<file path="config.mk">
export PLATFORM = sky130hd
export DESIGN_NAME = height_color_map_shade
export DESIGN_NICKNAME = d
export VERILOG_FILES = /design/src/hdl/hcms_pkg.sv /design/src/hdl/hcms_regs.sv /design/src/hdl/hcms_select.sv /design/src/hdl/hcms_div.sv /design/src/hdl/height_color_map_shade.sv
export SDC_FILE = /design/constraint.sdc
export NUM_CORES = 1
export LEC_CHECK = 0
export BUFFER_PORTS_ARGS = -buffer_cell sky130_fd_sc_hd__buf_2
export CAP_MARGIN = 15
export CORE_ASPECT_RATIO = 0.8
export CORE_UTILIZATION = 40
export DETAILED_ROUTE_END_ITERATION = 8
export SETUP_SLACK_MARGIN = 0.2
export SLEW_MARGIN = 10
export SYNTH_ARGS = -nofsm -noshare
export SYNTH_HDL_FRONTEND = slang
export SYNTH_SLANG_ARGS = --single-unit
</file>
<file path="constraint.sdc">
create_clock -name clk_i -period 6.3 [get_ports clk_i]
set_clock_uncertainty 0.1 [all_clocks]
set_input_delay 1.89 -clock clk_i [delete_from_list [all_inputs] [get_ports clk_i]]
set_output_delay 1.89 -clock clk_i [all_outputs]
set_load 0.01 [all_outputs]
</file>
<file path="src/hdl/hcms_pkg.sv">
// hcms_pkg: shared types and constants of the height color map shade block
// no dependencies; imported by every hcms module and by the top level
package hcms_pkg;

  localparam int unsigned ADDR_W         = 5;   // 8 registers, 4 bytes apart
  localparam int unsigned DATA_W         = 32;
  localparam int unsigned TABLE_SLOTS    = 7;
  localparam int unsigned NUM_W          = 14;  // 50 * 255 fits
  localparam int unsigned QUOT_W         = 6;   // darkening stays in 0..50
  localparam int unsigned BITS_PER_STAGE = 2;
  localparam int unsigned DIV_STAGES     = QUOT_W / BITS_PER_STAGE;
  // input beat to result strobe: lookup, span, divider stages, shade
  localparam int unsigned LATENCY        = 3 + DIV_STAGES;

  localparam logic [7:0]       TOP_LEVEL   = 8'd255;
  localparam logic [NUM_W-1:0] SHADE_DEPTH = NUM_W'(50);
  localparam logic [7:0]       PINK_RED    = 8'd255;
  localparam logic [7:0]       PINK_GREEN  = 8'd109;
  localparam logic [7:0]       PINK_BLUE   = 8'd194;

  typedef enum logic [2:0] {
    REG_ENTRY_COUNT = 3'd0,
    REG_ENTRY_ZERO  = 3'd1,
    REG_ENTRY_ONE   = 3'd2,
    REG_ENTRY_TWO   = 3'd3,
    REG_ENTRY_THREE = 3'd4,
    REG_ENTRY_FOUR  = 3'd5,
    REG_ENTRY_FIVE  = 3'd6,
    REG_ENTRY_SIX   = 3'd7
  } reg_idx_e;

  typedef struct packed {
    logic [7:0] red;
    logic [7:0] green;
    logic [7:0] blue;
  } rgb_t;

  // one beat travelling through the span and divider stages
  typedef struct packed {
    logic              hit;
    rgb_t              color;
    logic [7:0]        span;
    logic [NUM_W-1:0]  rem;
    logic [QUOT_W-1:0] quot;
  } div_beat_t;

endpackage

</file>
<file path="src/hdl/hcms_regs.sv">
// hcms_regs: apb register file holding the entry count and the color table
// depends on hcms_pkg
module hcms_regs import hcms_pkg::*; #(
  parameter int unsigned MAX_ENTRIES = 7
) (
  input  logic                              clk_i,
  input  logic                              rst_ni,
  input  logic                              psel,
  input  logic                              penable,
  input  logic                              pwrite,
  input  logic [ADDR_W-1:0]                 paddr,
  input  logic [DATA_W-1:0]                 pwdata,
  output logic [DATA_W-1:0]                 prdata,
  output logic [2:0]                        entry_count_o,
  output logic [MAX_ENTRIES-1:0][DATA_W-1:0] entries_o
);

  logic [2:0]                         count_q;
  logic [MAX_ENTRIES-1:0][DATA_W-1:0] entry_q;
  logic [2:0]                         reg_idx;
  logic                               wr_en;

  assign reg_idx = paddr[ADDR_W-1:2];
  assign wr_en   = psel & penable & pwrite;

  always_ff @(posedge clk_i or negedge rst_ni) begin
    if (!rst_ni) begin
      count_q <= '0;
      entry_q <= '0;
    end else if (wr_en) begin
      if (reg_idx == REG_ENTRY_COUNT) begin
        count_q <= pwdata[2:0];
      end
      // entries past MAX_ENTRIES have no storage, writes there drop
      for (int i = 0; i < MAX_ENTRIES; i++) begin
        if (reg_idx == 3'(i + 1)) begin
          entry_q[i] <= pwdata;
        end
      end
    end
  end

  always_comb begin
    prdata = '0;
    if (reg_idx == REG_ENTRY_COUNT) begin
      prdata = {{(DATA_W-3){1'b0}}, count_q};
    end
    for (int i = 0; i < MAX_ENTRIES; i++) begin
      if (reg_idx == 3'(i + 1)) begin
        prdata = entry_q[i];
      end
    end
  end

  assign entry_count_o = count_q;
  assign entries_o     = entry_q;

endmodule

</file>
<file path="src/hdl/hcms_select.sv">
// hcms_select: table scan stage and span / numerator stage
// depends on hcms_pkg
module hcms_select import hcms_pkg::*; #(
  parameter int unsigned MAX_ENTRIES = 7
) (
  input  logic                               clk_i,
  input  logic                               rst_ni,
  input  logic                               vld_i,
  input  logic [7:0]                         level_i,
  input  logic [2:0]                         entry_count_i,
  input  logic [MAX_ENTRIES-1:0][DATA_W-1:0] entries_i,
  output logic                               vld_o,
  output div_beat_t                          beat_o
);

  // stage 1 signals
  logic [2:0]                 used;
  logic [MAX_ENTRIES:0][7:0]  h_ext;
  logic                       run;
  logic                       hit_d;
  logic [DATA_W-1:0]          word_d;
  logic [7:0]                 next_d;

  logic                       s1_vld_q;
  logic                       s1_hit_q;
  logic [7:0]                 s1_level_q;
  logic [DATA_W-1:0]          s1_word_q;
  logic [7:0]                 s1_next_q;

  // stage 2 signals
  logic [7:0]                 base_h;
  logic [7:0]                 span;
  logic [7:0]                 offset;
  logic                       shade_en;
  div_beat_t                  beat_d;

  logic                       s2_vld_q;
  div_beat_t                  s2_beat_q;

  assign used = (entry_count_i > 3'(MAX_ENTRIES)) ? 3'(MAX_ENTRIES) : entry_count_i;

  always_comb begin
    for (int i = 0; i < MAX_ENTRIES; i++) begin
      h_ext[i] = entries_i[i][31:24];
    end
    h_ext[MAX_ENTRIES] = TOP_LEVEL;
  end

  // entries take over while they sit at or below the level
  always_comb begin
    run    = 1'b1;
    hit_d  = 1'b0;
    word_d = '0;
    next_d = TOP_LEVEL;
    for (int i = 0; i < MAX_ENTRIES; i++) begin
      run = run & (4'(i) < {1'b0, used}) & (level_i >= h_ext[i]);
      if (run) begin
        hit_d  = 1'b1;
        word_d = entries_i[i];
        next_d = (4'(i + 1) < {1'b0, used}) ? h_ext[i+1] : TOP_LEVEL;
      end
    end
  end

  always_ff @(posedge clk_i or negedge rst_ni) begin
    if (!rst_ni) begin
      s1_vld_q <= 1'b0;
    end else begin
      s1_vld_q <= vld_i;
    end
  end

  always_ff @(posedge clk_i) begin
    if (vld_i) begin
      s1_hit_q   <= hit_d;
      s1_level_q <= level_i;
      s1_word_q  <= word_d;
      s1_next_q  <= next_d;
    end
  end

  // zero or negative span, or a level past the span, gives no darkening
  always_comb begin
    base_h   = s1_word_q[31:24];
    span     = s1_next_q - base_h;
    offset   = s1_level_q - base_h;
    shade_en = (s1_next_q > base_h) && (offset <= span);
    beat_d.hit         = s1_hit_q;
    beat_d.color.red   = s1_word_q[23:16];
    beat_d.color.green = s1_word_q[15:8];
    beat_d.color.blue  = s1_word_q[7:0];
    beat_d.span        = shade_en ? span : 8'd1;
    beat_d.rem         = shade_en ? (NUM_W'(span - offset) * SHADE_DEPTH) : '0;
    beat_d.quot        = '0;
  end

  always_ff @(posedge clk_i or negedge rst_ni) begin
    if (!rst_ni) begin
      s2_vld_q <= 1'b0;
    end else begin
      s2_vld_q <= s1_vld_q;
    end
  end

  always_ff @(posedge clk_i) begin
    if (s1_vld_q) begin
      s2_beat_q <= beat_d;
    end
  end

  assign vld_o  = s2_vld_q;
  assign beat_o = s2_beat_q;

endmodule

</file>
<file path="src/hdl/hcms_div.sv">
// hcms_div: pipelined restoring divider, two quotient bits per stage
// depends on hcms_pkg
module hcms_div import hcms_pkg::*; (
  input  logic      clk_i,
  input  logic      rst_ni,
  input  logic      vld_i,
  input  div_beat_t beat_i,
  output logic      vld_o,
  output div_beat_t beat_o
);

  logic      vld_q  [DIV_STAGES+1];
  div_beat_t beat_q [DIV_STAGES+1];

  assign vld_q[0]  = vld_i;
  assign beat_q[0] = beat_i;

  for (genvar st = 0; st < DIV_STAGES; st++) begin : g_stage
    div_beat_t        beat_d;
    logic [NUM_W-1:0] trial;

    always_comb begin
      beat_d = beat_q[st];
      trial  = '0;
      for (int j = 0; j < BITS_PER_STAGE; j++) begin
        trial = NUM_W'(beat_d.span) << (QUOT_W - 1 - st * BITS_PER_STAGE - j);
        if (beat_d.rem >= trial) begin
          beat_d.rem = beat_d.rem - trial;
          beat_d.quot[QUOT_W - 1 - st * BITS_PER_STAGE - j] = 1'b1;
        end
      end
    end

    always_ff @(posedge clk_i or negedge rst_ni) begin
      if (!rst_ni) begin
        vld_q[st+1] <= 1'b0;
      end else begin
        vld_q[st+1] <= vld_q[st];
      end
    end

    always_ff @(posedge clk_i) begin
      if (vld_q[st]) begin
        beat_q[st+1] <= beat_d;
      end
    end
  end

  assign vld_o  = vld_q[DIV_STAGES];
  assign beat_o = beat_q[DIV_STAGES];

endmodule

</file>
<file path="src/hdl/height_color_map_shade.sv">
// results: a beat accepted at one clock edge passes the lookup, span, divider and shade
//   registers, then shows on the result ports for exactly one cycle, marked by result_valid_o
// throughput: one beat per cycle; busy never rises, the pipeline never stalls
// the latency is set by the six register stages, the divider taking three of them
// reset: rst_ni clears the configuration registers and the valid flags to zero and drops every in-flight beat
// height_color_map_shade: top level, depends on hcms_pkg, hcms_regs,
//   hcms_select and hcms_div
module height_color_map_shade import hcms_pkg::*; #(
  parameter int unsigned MAX_ENTRIES = 7
) (
  input  logic              clk_i,
  input  logic              rst_ni,
  // command channel
  input  logic              start,
  output logic              busy,
  input  logic [7:0]        height_level_i,
  // results, one cycle each
  output logic              result_valid_o,
  output logic [7:0]        red_o,
  output logic [7:0]        green_o,
  output logic [7:0]        blue_o,
  output logic              table_hit_o,
  // apb configuration port
  input  logic              psel,
  input  logic              penable,
  input  logic              pwrite,
  input  logic [ADDR_W-1:0] paddr,
  input  logic [DATA_W-1:0] pwdata,
  output logic [DATA_W-1:0] prdata,
  output logic              pready
);

  logic [2:0]                         entry_count;
  logic [MAX_ENTRIES-1:0][DATA_W-1:0] entries;
  logic                               in_beat;

  logic                               sel_vld;
  div_beat_t                          sel_beat;
  logic                               div_vld;
  div_beat_t                          div_beat;

  logic [7:0]                         dark;
  rgb_t                               shade_d;

  logic                               out_vld_q;
  rgb_t                               out_color_q;
  logic                               out_hit_q;

  // every stage advances each cycle, so a new beat is always welcome
  assign busy    = 1'b0;
  assign pready  = 1'b1;
  assign in_beat = start & ~busy;

  // configuration registers; the user must write them only while the pipeline is empty, the block does not enforce it
  hcms_regs #(
    .MAX_ENTRIES (MAX_ENTRIES)
  ) u_regs (
    .clk_i         (clk_i),
    .rst_ni        (rst_ni),
    .psel          (psel),
    .penable       (penable),
    .pwrite        (pwrite),
    .paddr         (paddr),
    .pwdata        (pwdata),
    .prdata        (prdata),
    .entry_count_o (entry_count),
    .entries_o     (entries)
  );

  // stages 1 and 2: parallel compare against all entries, then span and
  // the numerator 50 * (span - offset)
  hcms_select #(
    .MAX_ENTRIES (MAX_ENTRIES)
  ) u_select (
    .clk_i         (clk_i),
    .rst_ni        (rst_ni),
    .vld_i         (in_beat),
    .level_i       (height_level_i),
    .entry_count_i (entry_count),
    .entries_i     (entries),
    .vld_o         (sel_vld),
    .beat_o        (sel_beat)
  );

  // stages 3 to 5: numerator / span, quotient lands in 0..50
  hcms_div u_div (
    .clk_i  (clk_i),
    .rst_ni (rst_ni),
    .vld_i  (sel_vld),
    .beat_i (sel_beat),
    .vld_o  (div_vld),
    .beat_o (div_beat)
  );

  // stage 6: darken each channel with saturation at zero, pink on a miss
  always_comb begin
    dark = 8'(div_beat.quot);
    if (div_beat.hit) begin
      shade_d.red   = (div_beat.color.red   > dark) ? div_beat.color.red   - dark : '0;
      shade_d.green = (div_beat.color.green > dark) ? div_beat.color.green - dark : '0;
      shade_d.blue  = (div_beat.color.blue  > dark) ? div_beat.color.blue  - dark : '0;
    end else begin
      shade_d.red   = PINK_RED;
      shade_d.green = PINK_GREEN;
      shade_d.blue  = PINK_BLUE;
    end
  end

  always_ff @(posedge clk_i or negedge rst_ni) begin
    if (!rst_ni) begin
      out_vld_q <= 1'b0;
    end else begin
      out_vld_q <= div_vld;
    end
  end

  always_ff @(posedge clk_i) begin
    if (div_vld) begin
      out_color_q <= shade_d;
      out_hit_q   <= div_beat.hit;
    end
  end

  assign result_valid_o = out_vld_q;
  assign red_o          = out_color_q.red;
  assign green_o        = out_color_q.green;
  assign blue_o         = out_color_q.blue;
  assign table_hit_o    = out_hit_q;

endmodule

</file>
* Word-level counts from Yosys, hierarchy flattened
Cells that the tools add are included.
** Word-level totals
- Register bits :: 485
- Logic and storage cells :: 165
** Cells by class
- Add/subtract/negate cells :: 11
- Multiply operators :: 1
- Order comparisons :: 26
- Equal/unequal tests :: 7
- Muxes and demuxes :: 37
- Bitwise logic cells :: 15
- Reductions and logical operators :: 13
** Operator list (count)
- $mux 32 :: 14
- $mux 8 :: 14
- $ge 8x8->1 :: 7
- $mux 14 :: 4
- $gt 8x6->1 :: 3
- $sub 8x6->8 :: 3
- $reduce_and 2->1 :: 10
- $sub 8x8->8 :: 2
- $and 1x1->1 :: 15
- $mux 15 :: 1
- $ge 14x10->1 :: 1
- $ge 14x11->1 :: 1
- $ge 14x12->1 :: 1
- $ge 14x13->1 :: 1
- $ge 14x8->1 :: 1
- $ge 14x9->1 :: 1
- $mul 14x5->13 const B :: 1
- $sub 14x10->14 :: 1
- $sub 14x11->14 :: 1
- $sub 14x12->14 :: 1
- $sub 14x13->14 :: 1
- $sub 14x9->14 :: 1
- $eq 3x3->1 const B :: 4
- $lt 3x3->1 const A :: 3
- other kinds (14) :: 18

* Logic depth before layout (Yosys ltp)
Gate-level depths: netlist (run 1).
- Depth after elaboration :: 17
- Gate-level depth with buffers :: 26
- Mapped depth without buffers :: 26

* Hierarchy
A second synthesis (run 1) with hierarchy kept.
** Second synthesis, totals
- Cells, all modules :: 2467
- Area total of the unflattened synthesis :: 29294.3 um^2
** Modules (own cells, without submodules)
- hcms_regs :: times used 1, cells an instance 720, area each 10097.2 um^2, seq. area each 5680.4 um^2
- hcms_select :: times used 1, cells an instance 878, area each 8772.2 um^2, seq. area each 2902.8 um^2
- hcms_div :: times used 1, cells an instance 690, area each 8587.0 um^2, seq. area each 4849.7 um^2
- height_color_map_shade :: times used 1, cells an instance 179, area each 1838.0 um^2, seq. area each 775.7 um^2

* Worst setup path after synthesis (run 1)
No wires, ideal clock.
- Path kind :: input-to-output
- Start point :: in paddr[2]
- End point :: out prdata[4]
- Arrival :: 3504 ps
- Path slack :: 806 ps
- Stages :: 7
- Path buffers :: 3
- Cells stage by stage :: clkbuf_1 -> buf_1 -> buf_1 -> mux2i_1 -> o21ai_0 -> nand2_1 -> nand3_1
** Between the ends
- Longest elaborated chain between the ends :: 8
** RTL lines
- from (decl) :: RTL line height_color_map_shade.sv:27 : input logic [ADDR_W-1:0] paddr,
- $eq 3x1->1 :: RTL line hcms_regs.sv:49 : if (reg_idx == 3'(i + 1)) begin
- $mux 32 (6 in series) :: RTL line hcms_regs.sv:49
- $mux 32 (*) :: RTL line hcms_regs.sv:49
- to (decl) :: RTL line height_color_map_shade.sv:29 : output logic [DATA_W-1:0] prdata,
Every way passes the cells marked *; elsewhere a longest branch is shown, timed or not.

* Final worst setup path (run 1)
- Start point :: in paddr[2]
- End point :: out prdata[18]
The elaborated chain is that of the path after synthesis.

==> results_dict.tcl, run 1 <==
set metrics [dict create \
    viasPerCell 5.68 \
    die_area_sq_mm 0.0673 \
    netlist_instances 2325 \
    cts_setup_buffers 0 \
    post-dp-hpwl_mm 47.7 \
    drt-pass1-iter-count 5 \
    r2r_end "u_select.beat_o[19]$_SDFFCE_PN0P_" \
    cp.required_ns 4.31 \
    grt_setup_unrepaired "no" \
    ant_nets 0 \
    endpoint_kind "primary output" \
    hp-class "reg2reg" \
    path_buf_inv 4 \
    critPathMaxFanout 13 \
    num_rows 84 \
    die_width_um 290 \
    numCtsBuffers 50 \
    final_cell_count_no_fill 3331 \
    r2r-start "u_select.s1_next_q[0]$_SDFFCE_PP1P_" \
    wire_per_inst_um 20.5 \
    hold_path_depth 0 \
    drive_gt1_frac 0.191 \
    dieHeight_um 232 \
    min_to "u_div.beat_o[48]$_DFFE_PP_" \
    cts_tree "yes" \
    grt_pass1_vias 18657 \
    worstMarginPinSlew_ns 1.04 \
    routed_wl_mm 68.2 \
    path_clk_slew_ns 0.06 \
    root_buffer "clkbuf_16" \
    holdWs_ns 0.312 \
    maxSlewHeadroom 0.304 \
    crit_top_cell "buf_2" \
    antenna_found_initial 6 \
    finalSetupViolCount 0 \
    synth-seq-cells 482 \
    cts_resized 0 \
    synth_cell_types 73 \
    synthFlopType "edfxtp_1" \
    postSynthAreaPerCell_sq_um 11.4 \
    slew_violations 0 \
    port_buffers 106 \
    fmax_mhz 168 \
    worst_setup_path_start_kind "primary input" \
    cpPeakStageDelay_ns 0.86 \
    placedCellCount 3234 \
    cts.sink_count 482 \
    synth_warnings 0 \
    ios 111 \
    power_leakage_nw 12.8 \
    dr.first_iter.drc_count 1267 \
    grt_max_degree 101 \
    start_util 0.404 \
    clock_path_buffers 3 \
    core_area_sq_mm 0.0656 \
    grt_usage 0.201 \
    power-per-cell-area_mw_per_mm2 536 \
    ir_worst_vdd_mv 0.912 \
    synth_edf_count 249 \
    drcViolationCount 0 \
    async_flop_share 0.483 \
    routabilityCongestion 0.888 \
    timing.final.crit_share 0.943 \
    ff2ff_path_depth 25 \
    syn_area_sq_mm 0.0265 \
    vias 18926 \
    rrSetupSlack_ns 0.63 \
    ys_seq_area_frac 0.502 \
    syn_to_final_growth_pct 12.9 \
    ctsHoldBuffers 0 \
    num-nets-final 2661 \
    pre_cts_slack_ns 0.440 \
    max_cap_violations 0 \
    path_class "in2out" \
    arrival_ns 3.95 \
    overflow 0 \
    path_cells "buf_2 > clkinv_1 > nor3_2 > buf_4 > a22oi_1 > nand3_1 > buf_2" \
    worstHoldStart "u_div.beat_q[101]$_DFFE_PP_" \
    grt_pass1_wl_mm 106 \
    htreeDepth 2 \
    hold_viol 0 \
    cp_top_family "simple AND/OR/NAND/NOR gates" \
    tns_ns 0 \
    slowest_stage "nor3_2" \
    outcome "finished clean" \
    period_minus_slack_ns 5.94 \
    synth_nets 2560 \
    postLayoutCoreUtil 0.456 \
    clock_latency_ns 0.61 \
    finalWorstSetupSlack_ns 0.356 \
]
-- state kept, by name, summed over array words and instances (netlist names) --
register / cells
blue_o: 8
green_o: 8
red_o: 8
result_valid_o: 1
table_hit_o: 1
u_div.beat_o: 31
u_div.beat_q: 98
u_div.vld_o: 1
u_div.vld_q: 2
u_regs.entries_o: 224
u_regs.entry_count_o: 3
u_select.beat_o: 46
u_select.s1_hit_q: 1
u_select.s1_level_q: 8
u_select.s1_next_q: 8
u_select.s1_vld_q: 1
u_select.s1_word_q: 32
u_select.vld_o: 1
-- report_power, final --
part           internal [mW]  leakage [nW]  switching [mW]  total [mW]
logic                   3.85          6.70            4.56        8.41
clock network           1.70         0.787            1.28        2.98
registers               4.19          5.33           0.463        4.65
-- worst register-to-register path, stage by stage, from the launching register on --
cell	delay, ns
edfxtp_1	0.42
inv_1	0.08
ha_1	0.14
inv_1	0.06
fa_1	0.40
a21o_1	0.19
a21oi_1	0.23
nor2b_1	0.08
o21a_1	0.18
nor2_1	0.12
xnor2_1	0.12
ha_1	0.36
clkinv_1	0.21
a221oi_1	0.41
nor2_1	0.18
ha_1	0.32
ha_1	0.30
inv_1	0.06
fa_1	0.50
inv_1	0.04
ha_1	0.34
nor3_1	0.20
nor2_1	0.06
o41ai_1	0.07
xor2_1	0.17
nor2_1	0.05
-- kinds of logic after synthesis --
group                      after synthesis  share of synthesized area
muxes                                  303                      0.127
adders and majority gates              184                     0.0914
xor gates and xnor gates                64                     0.0211
buffers and inverters                  267                     0.0392
and+or+nand+nor                        432                     0.0741
DFF                                    482                      0.502
AOI/OAI and AO/OA                      591                      0.145
other                                    2                   0.000283
-- layer usage --
metal / track usage / wire [um]
met1: 0.288 / 32000
met2: 0.306 / 29500
met3: 0.0370 / 4920
met4: 0.0628 / 1700
met5: 0 / 13
-- per-stage QoR --
stage	power, mW	instance area (sq um)
floorplan	11.3	26500
global placement	12.8	28300
detailed placement	13.1	28300
CTS	16.2	29900
global route	17.4	29900
finish	16.0	29900
-- cell usage after synthesis, types with 11 or more instances --
library cell | number | area [sq um]
nand3_1 | 41 | 205
ha_1 | 168 | 2100
clkbuf_1 | 71 | 267
inv_1 | 157 | 589
mux2_2 | 202 | 2270
a221oi_1 | 11 | 96.3
a22oi_1 | 81 | 608
fa_1 | 16 | 320
nand2b_1 | 16 | 100
xnor2_1 | 43 | 377
nand4_1 | 15 | 93.8
a21o_1 | 39 | 293
edfxtp_1 | 249 | 7480
nor2_1 | 99 | 372
o21bai_1 | 13 | 97.6
a211oi_1 | 11 | 82.6
buf_2 | 14 | 70.1
nor2b_1 | 20 | 125
xor2_1 | 21 | 184
buf_1 | 19 | 71.3
a21oi_1 | 117 | 586
o21a_1 | 22 | 165
mux2i_1 | 94 | 941
o21ai_0 | 162 | 811
nand2_1 | 178 | 668
o211ai_1 | 64 | 480
nor3_1 | 27 | 135
dfrtp_1 | 233 | 5830
-- layout by cell type (no fill, tap or decap), types with 5 or more instances in the layout --
| cell | synthesis | routed |
|---|---|---|
| a211oi_1 | 11 | 10 |
| a21o_1 | 39 | 39 |
| a21oi_1 | 117 | 117 |
| a221oi_1 | 11 | 11 |
| a22oi_1 | 81 | 81 |
| a31oi_1 | 9 | 9 |
| buf_12 | 0 | 8 |
| buf_2 | 14 | 105 |
| buf_4 | 3 | 43 |
| clkbuf_1 | 71 | 14 |
| clkbuf_16 | 0 | 51 |
| clkinv_1 | 2 | 7 |
| clkinvlp_4 | 0 | 5 |
| dfrtp_1 | 233 | 230 |
| edfxtp_1 | 249 | 249 |
| fa_1 | 16 | 16 |
| ha_1 | 168 | 168 |
| inv_1 | 157 | 157 |
| inv_6 | 0 | 5 |
| mux2_2 | 202 | 202 |
| mux2i_1 | 94 | 94 |
| mux4_2 | 5 | 5 |
| nand2_1 | 178 | 178 |
| nand2b_1 | 16 | 16 |
| nand3_1 | 41 | 40 |
| nand4_1 | 15 | 15 |
| nor2_1 | 99 | 94 |
| nor2b_1 | 20 | 20 |
| nor3_1 | 27 | 22 |
| nor3_2 | 0 | 5 |
| o211ai_1 | 64 | 64 |
| o21a_1 | 22 | 22 |
| o21ai_0 | 162 | 162 |
| o21bai_1 | 13 | 13 |
| o22ai_1 | 9 | 9 |
| o32a_1 | 8 | 8 |
| or3_1 | 8 | 8 |
| xnor2_1 | 43 | 43 |
| xor2_1 | 21 | 21 |
-- how the worst max path moves through the flow --
| stage | from | to | cells after the start |
|---|---|---|---|
| 2_1_floorplan | paddr[2] | prdata[4] | 7 |
| 3_3_place_gp | paddr[2] | prdata[18] | 7 |
| 3_5_place_dp | paddr[2] | prdata[18] | 7 |
| 4_1_cts | paddr[2] | prdata[18] | 7 |
| 5_1_grt | u_select.s1_next_q[0]$_SDFFCE_PP1P_ | u_select.beat_o[19]$_SDFFCE_PN0P_ | 25 |
| 6_report | paddr[2] | prdata[18] | 7 |
-- layout make-up --
cell class / count / area (sq um)
repair buffers: 157 / 1020
clock buffers: 67 / 1360
clock inverters: 27 / 300
inverters: 159 / 597
flip-flops and latches: 482 / 13300
multi-input cells: 1576 / 12300
fillers: 5973 / 35600
well taps: 860 / 1080
diodes: 3 / 7.51
Note: power is estimated with default switching activity, not from simulation.
==> run 2: changes to the inputs <==
--- a/config.mk
+++ b/config.mk
@@ -14,4 +14,5 @@
 export SLEW_MARGIN = 10
 export SYNTH_ARGS = -nofsm -noshare
 export SYNTH_HDL_FRONTEND = slang
+export SYNTH_HIERARCHICAL = 1
 export SYNTH_SLANG_ARGS = --single-unit
==> results_dict.tcl, run 2 <==
set metrics [dict create \
    hp-class "reg2reg" \
    ios 111 \
    viasPerCell 5.59 \
    cp.required_ns 6.52 \
    routed_wl_mm 71.8 \
    report.power.total_mw 16.9 \
    dieHeight_um 239 \
    synth_warnings 6 \
    pwr-share-clk 0.188 \
    port_buffers 106 \
    overflow 0 \
    ctsHoldBuffers 0 \
    grt_setup_unrepaired "no" \
    power_leakage_nw 12.7 \
    numCtsBuffers 51 \
    rrSetupSlack_ns 0.64 \
    largest_reg_flops 224 \
    arrival_ns 5.87 \
    grt_pass1_wl_mm 110 \
    intPower_mw 10.2 \
    max_cap_violations 0 \
    path_clk_slew_ns 0.06 \
    clock_latency_ns 0.61 \
    timing.final.crit_share 0.898 \
    postSynthAreaPerCell_sq_um 11.9 \
    critPathMaxFanout 4 \
    dr.first_iter.drc_count 1499 \
    finalSetupViolCount 0 \
    hold_viol 0 \
    cpPeakStageDelay_ns 0.53 \
    post-dp-hpwl_mm 48.8 \
    cts.sink_count 490 \
    power-per-cell-area_mw_per_mm2 543 \
    finalWorstSetupSlack_ns 0.644 \
    core_area_sq_mm 0.0691 \
    worstHoldStart "u_div/beat_q[110]$_SDFFCE_PP1P_" \
    fmax_mhz 177 \
    slew_violations 0 \
    final_cell_count_no_fill 3410 \
    path_buf_inv 4 \
    period_minus_slack_ns 5.66 \
    num_rows 86 \
    grt_max_degree 131 \
    ir_worst_vdd_mv 1.06 \
    final_common_cell "mux2_2" \
    die_width_um 298 \
    p_sw_frac 0.397 \
    start_util 0.406 \
    maxSlewHeadroom 0.331 \
    r2r-start "u_select/s1_word_q[25]$_DFFE_PP_" \
    cp-startpoint "u_select/s1_word_q[25]$_DFFE_PP_" \
    grt_pass1_vias 18759 \
    p_switching_mw 6.73 \
    ff2ff_path_depth 26 \
    n_fill_cell 6245 \
    cts_tree "yes" \
    netlist_instances 2363 \
    worstMarginPinSlew_ns 1.00 \
    tns_ns 0 \
    die_area_sq_mm 0.0712 \
    seq_power_share 0.278 \
    drt-pass1-iter-count 5 \
    clock_path_buffers 3 \
    vias 19063 \
    drcViolationCount 0 \
    grt_usage 0.199 \
    root_buffer "clkbuf_16" \
    final_cell_mix "mux2_2, edfxtp_1, dfrtp_1, inv_1, ha_1" \
    drive_gt1_frac 0.247 \
    hold_path_depth 0 \
    syn_area_sq_mm 0.0281 \
    antenna_found_initial 5 \
    cp_top_family "adder cells" \
    slowest_stage "fa_1" \
    p_comb_frac 0.533 \
    num-nets-final 2681 \
    ant_nets 0 \
    pre_cts_slack_ns 0.562 \
    multi_input_area_sq_mm 0.0131 \
    placedCellCount 3313 \
    syn_to_final_growth_pct 11.3 \
    r2r_end "u_select/beat_o[19]$_SDFFCE_PN0P_" \
    crit_top_cell "ha_1" \
    htreeDepth 2 \
    worst_setup_path_start_kind "register" \
    routabilityCongestion 0.894 \
    path_class "reg2reg" \
    endpoint_kind "register" \
    wire_per_inst_um 21.0 \
    seq_area_sq_mm 0.0136 \
    min_to "u_div/beat_q[57]$_DFFE_PP_" \
    outcome "finished clean" \
]
## run 2: how the worst max path moves through the flow
stage | slack [ns] | depth (start not counted) | end
after global placement | 0.61 | 26 | u_select/beat_o[19]$_SDFFCE_PN0P_
after floorplan | 1.16 | 26 | u_select/beat_o[19]$_SDFFCE_PN0P_
final | 0.64 | 26 | u_select/beat_o[19]$_SDFFCE_PN0P_
after CTS | 0.52 | 26 | u_select/beat_o[19]$_SDFFCE_PN0P_
after detailed placement | 0.56 | 26 | u_select/beat_o[19]$_SDFFCE_PN0P_
after global routing | 0.30 | 26 | u_select/beat_o[19]$_SDFFCE_PN0P_
## run 2: area by class of cell
type,instances,area share
Clock inverter,27,0.0113
Tap cell,924,0.0370
Sequential cell,490,0.434
Timing Repair Buffer,154,0.0316
Inverter,170,0.0204
Multi-Input combinational cell,1576,0.419
Antenna cell,1,0.0000801
Clock buffer,68,0.0461
## run 2: timing repair
item / CTS / global route
gates resized for setup: 0 / 2
buffers inserted: 0 / 0
setup endpoints to repair: 0 / 1
## run 2: per-stage QoR
stage | instance area, sq um | hold WS, ns | utilization
after global placement | 29400 | 0.301 | 0.426
after detailed placement | 29400 | 0.305 | 0.426
after floorplan | 28100 | 0.300 | -
final | 31200 | 0.309 | 0.452
after CTS | 31200 | 0.306 | 0.452
after global routing | 31200 | 0.322 | 0.452
## run 2: per-layer routing
metal,part of all wire,vias to the layer above,GRT usage
met5,0.00078,-,0
met4,0.022,8,0.0507
met3,0.079,128,0.0409
met2,0.43,697,0.302
met1,0.46,9350,0.289
li1,-,8880,-
## run 2: power groups by stage
stage          clock (mW)  sequential [mW]  combinational, mW
4_1_cts              3.28             4.71               9.02
5_1_grt              3.41             4.79               10.2
6_report             3.19             4.72               9.04
3_5_place_dp            0             4.77               8.95
3_3_place_gp            0             4.74               8.81
2_1_floorplan           0             4.59               7.15
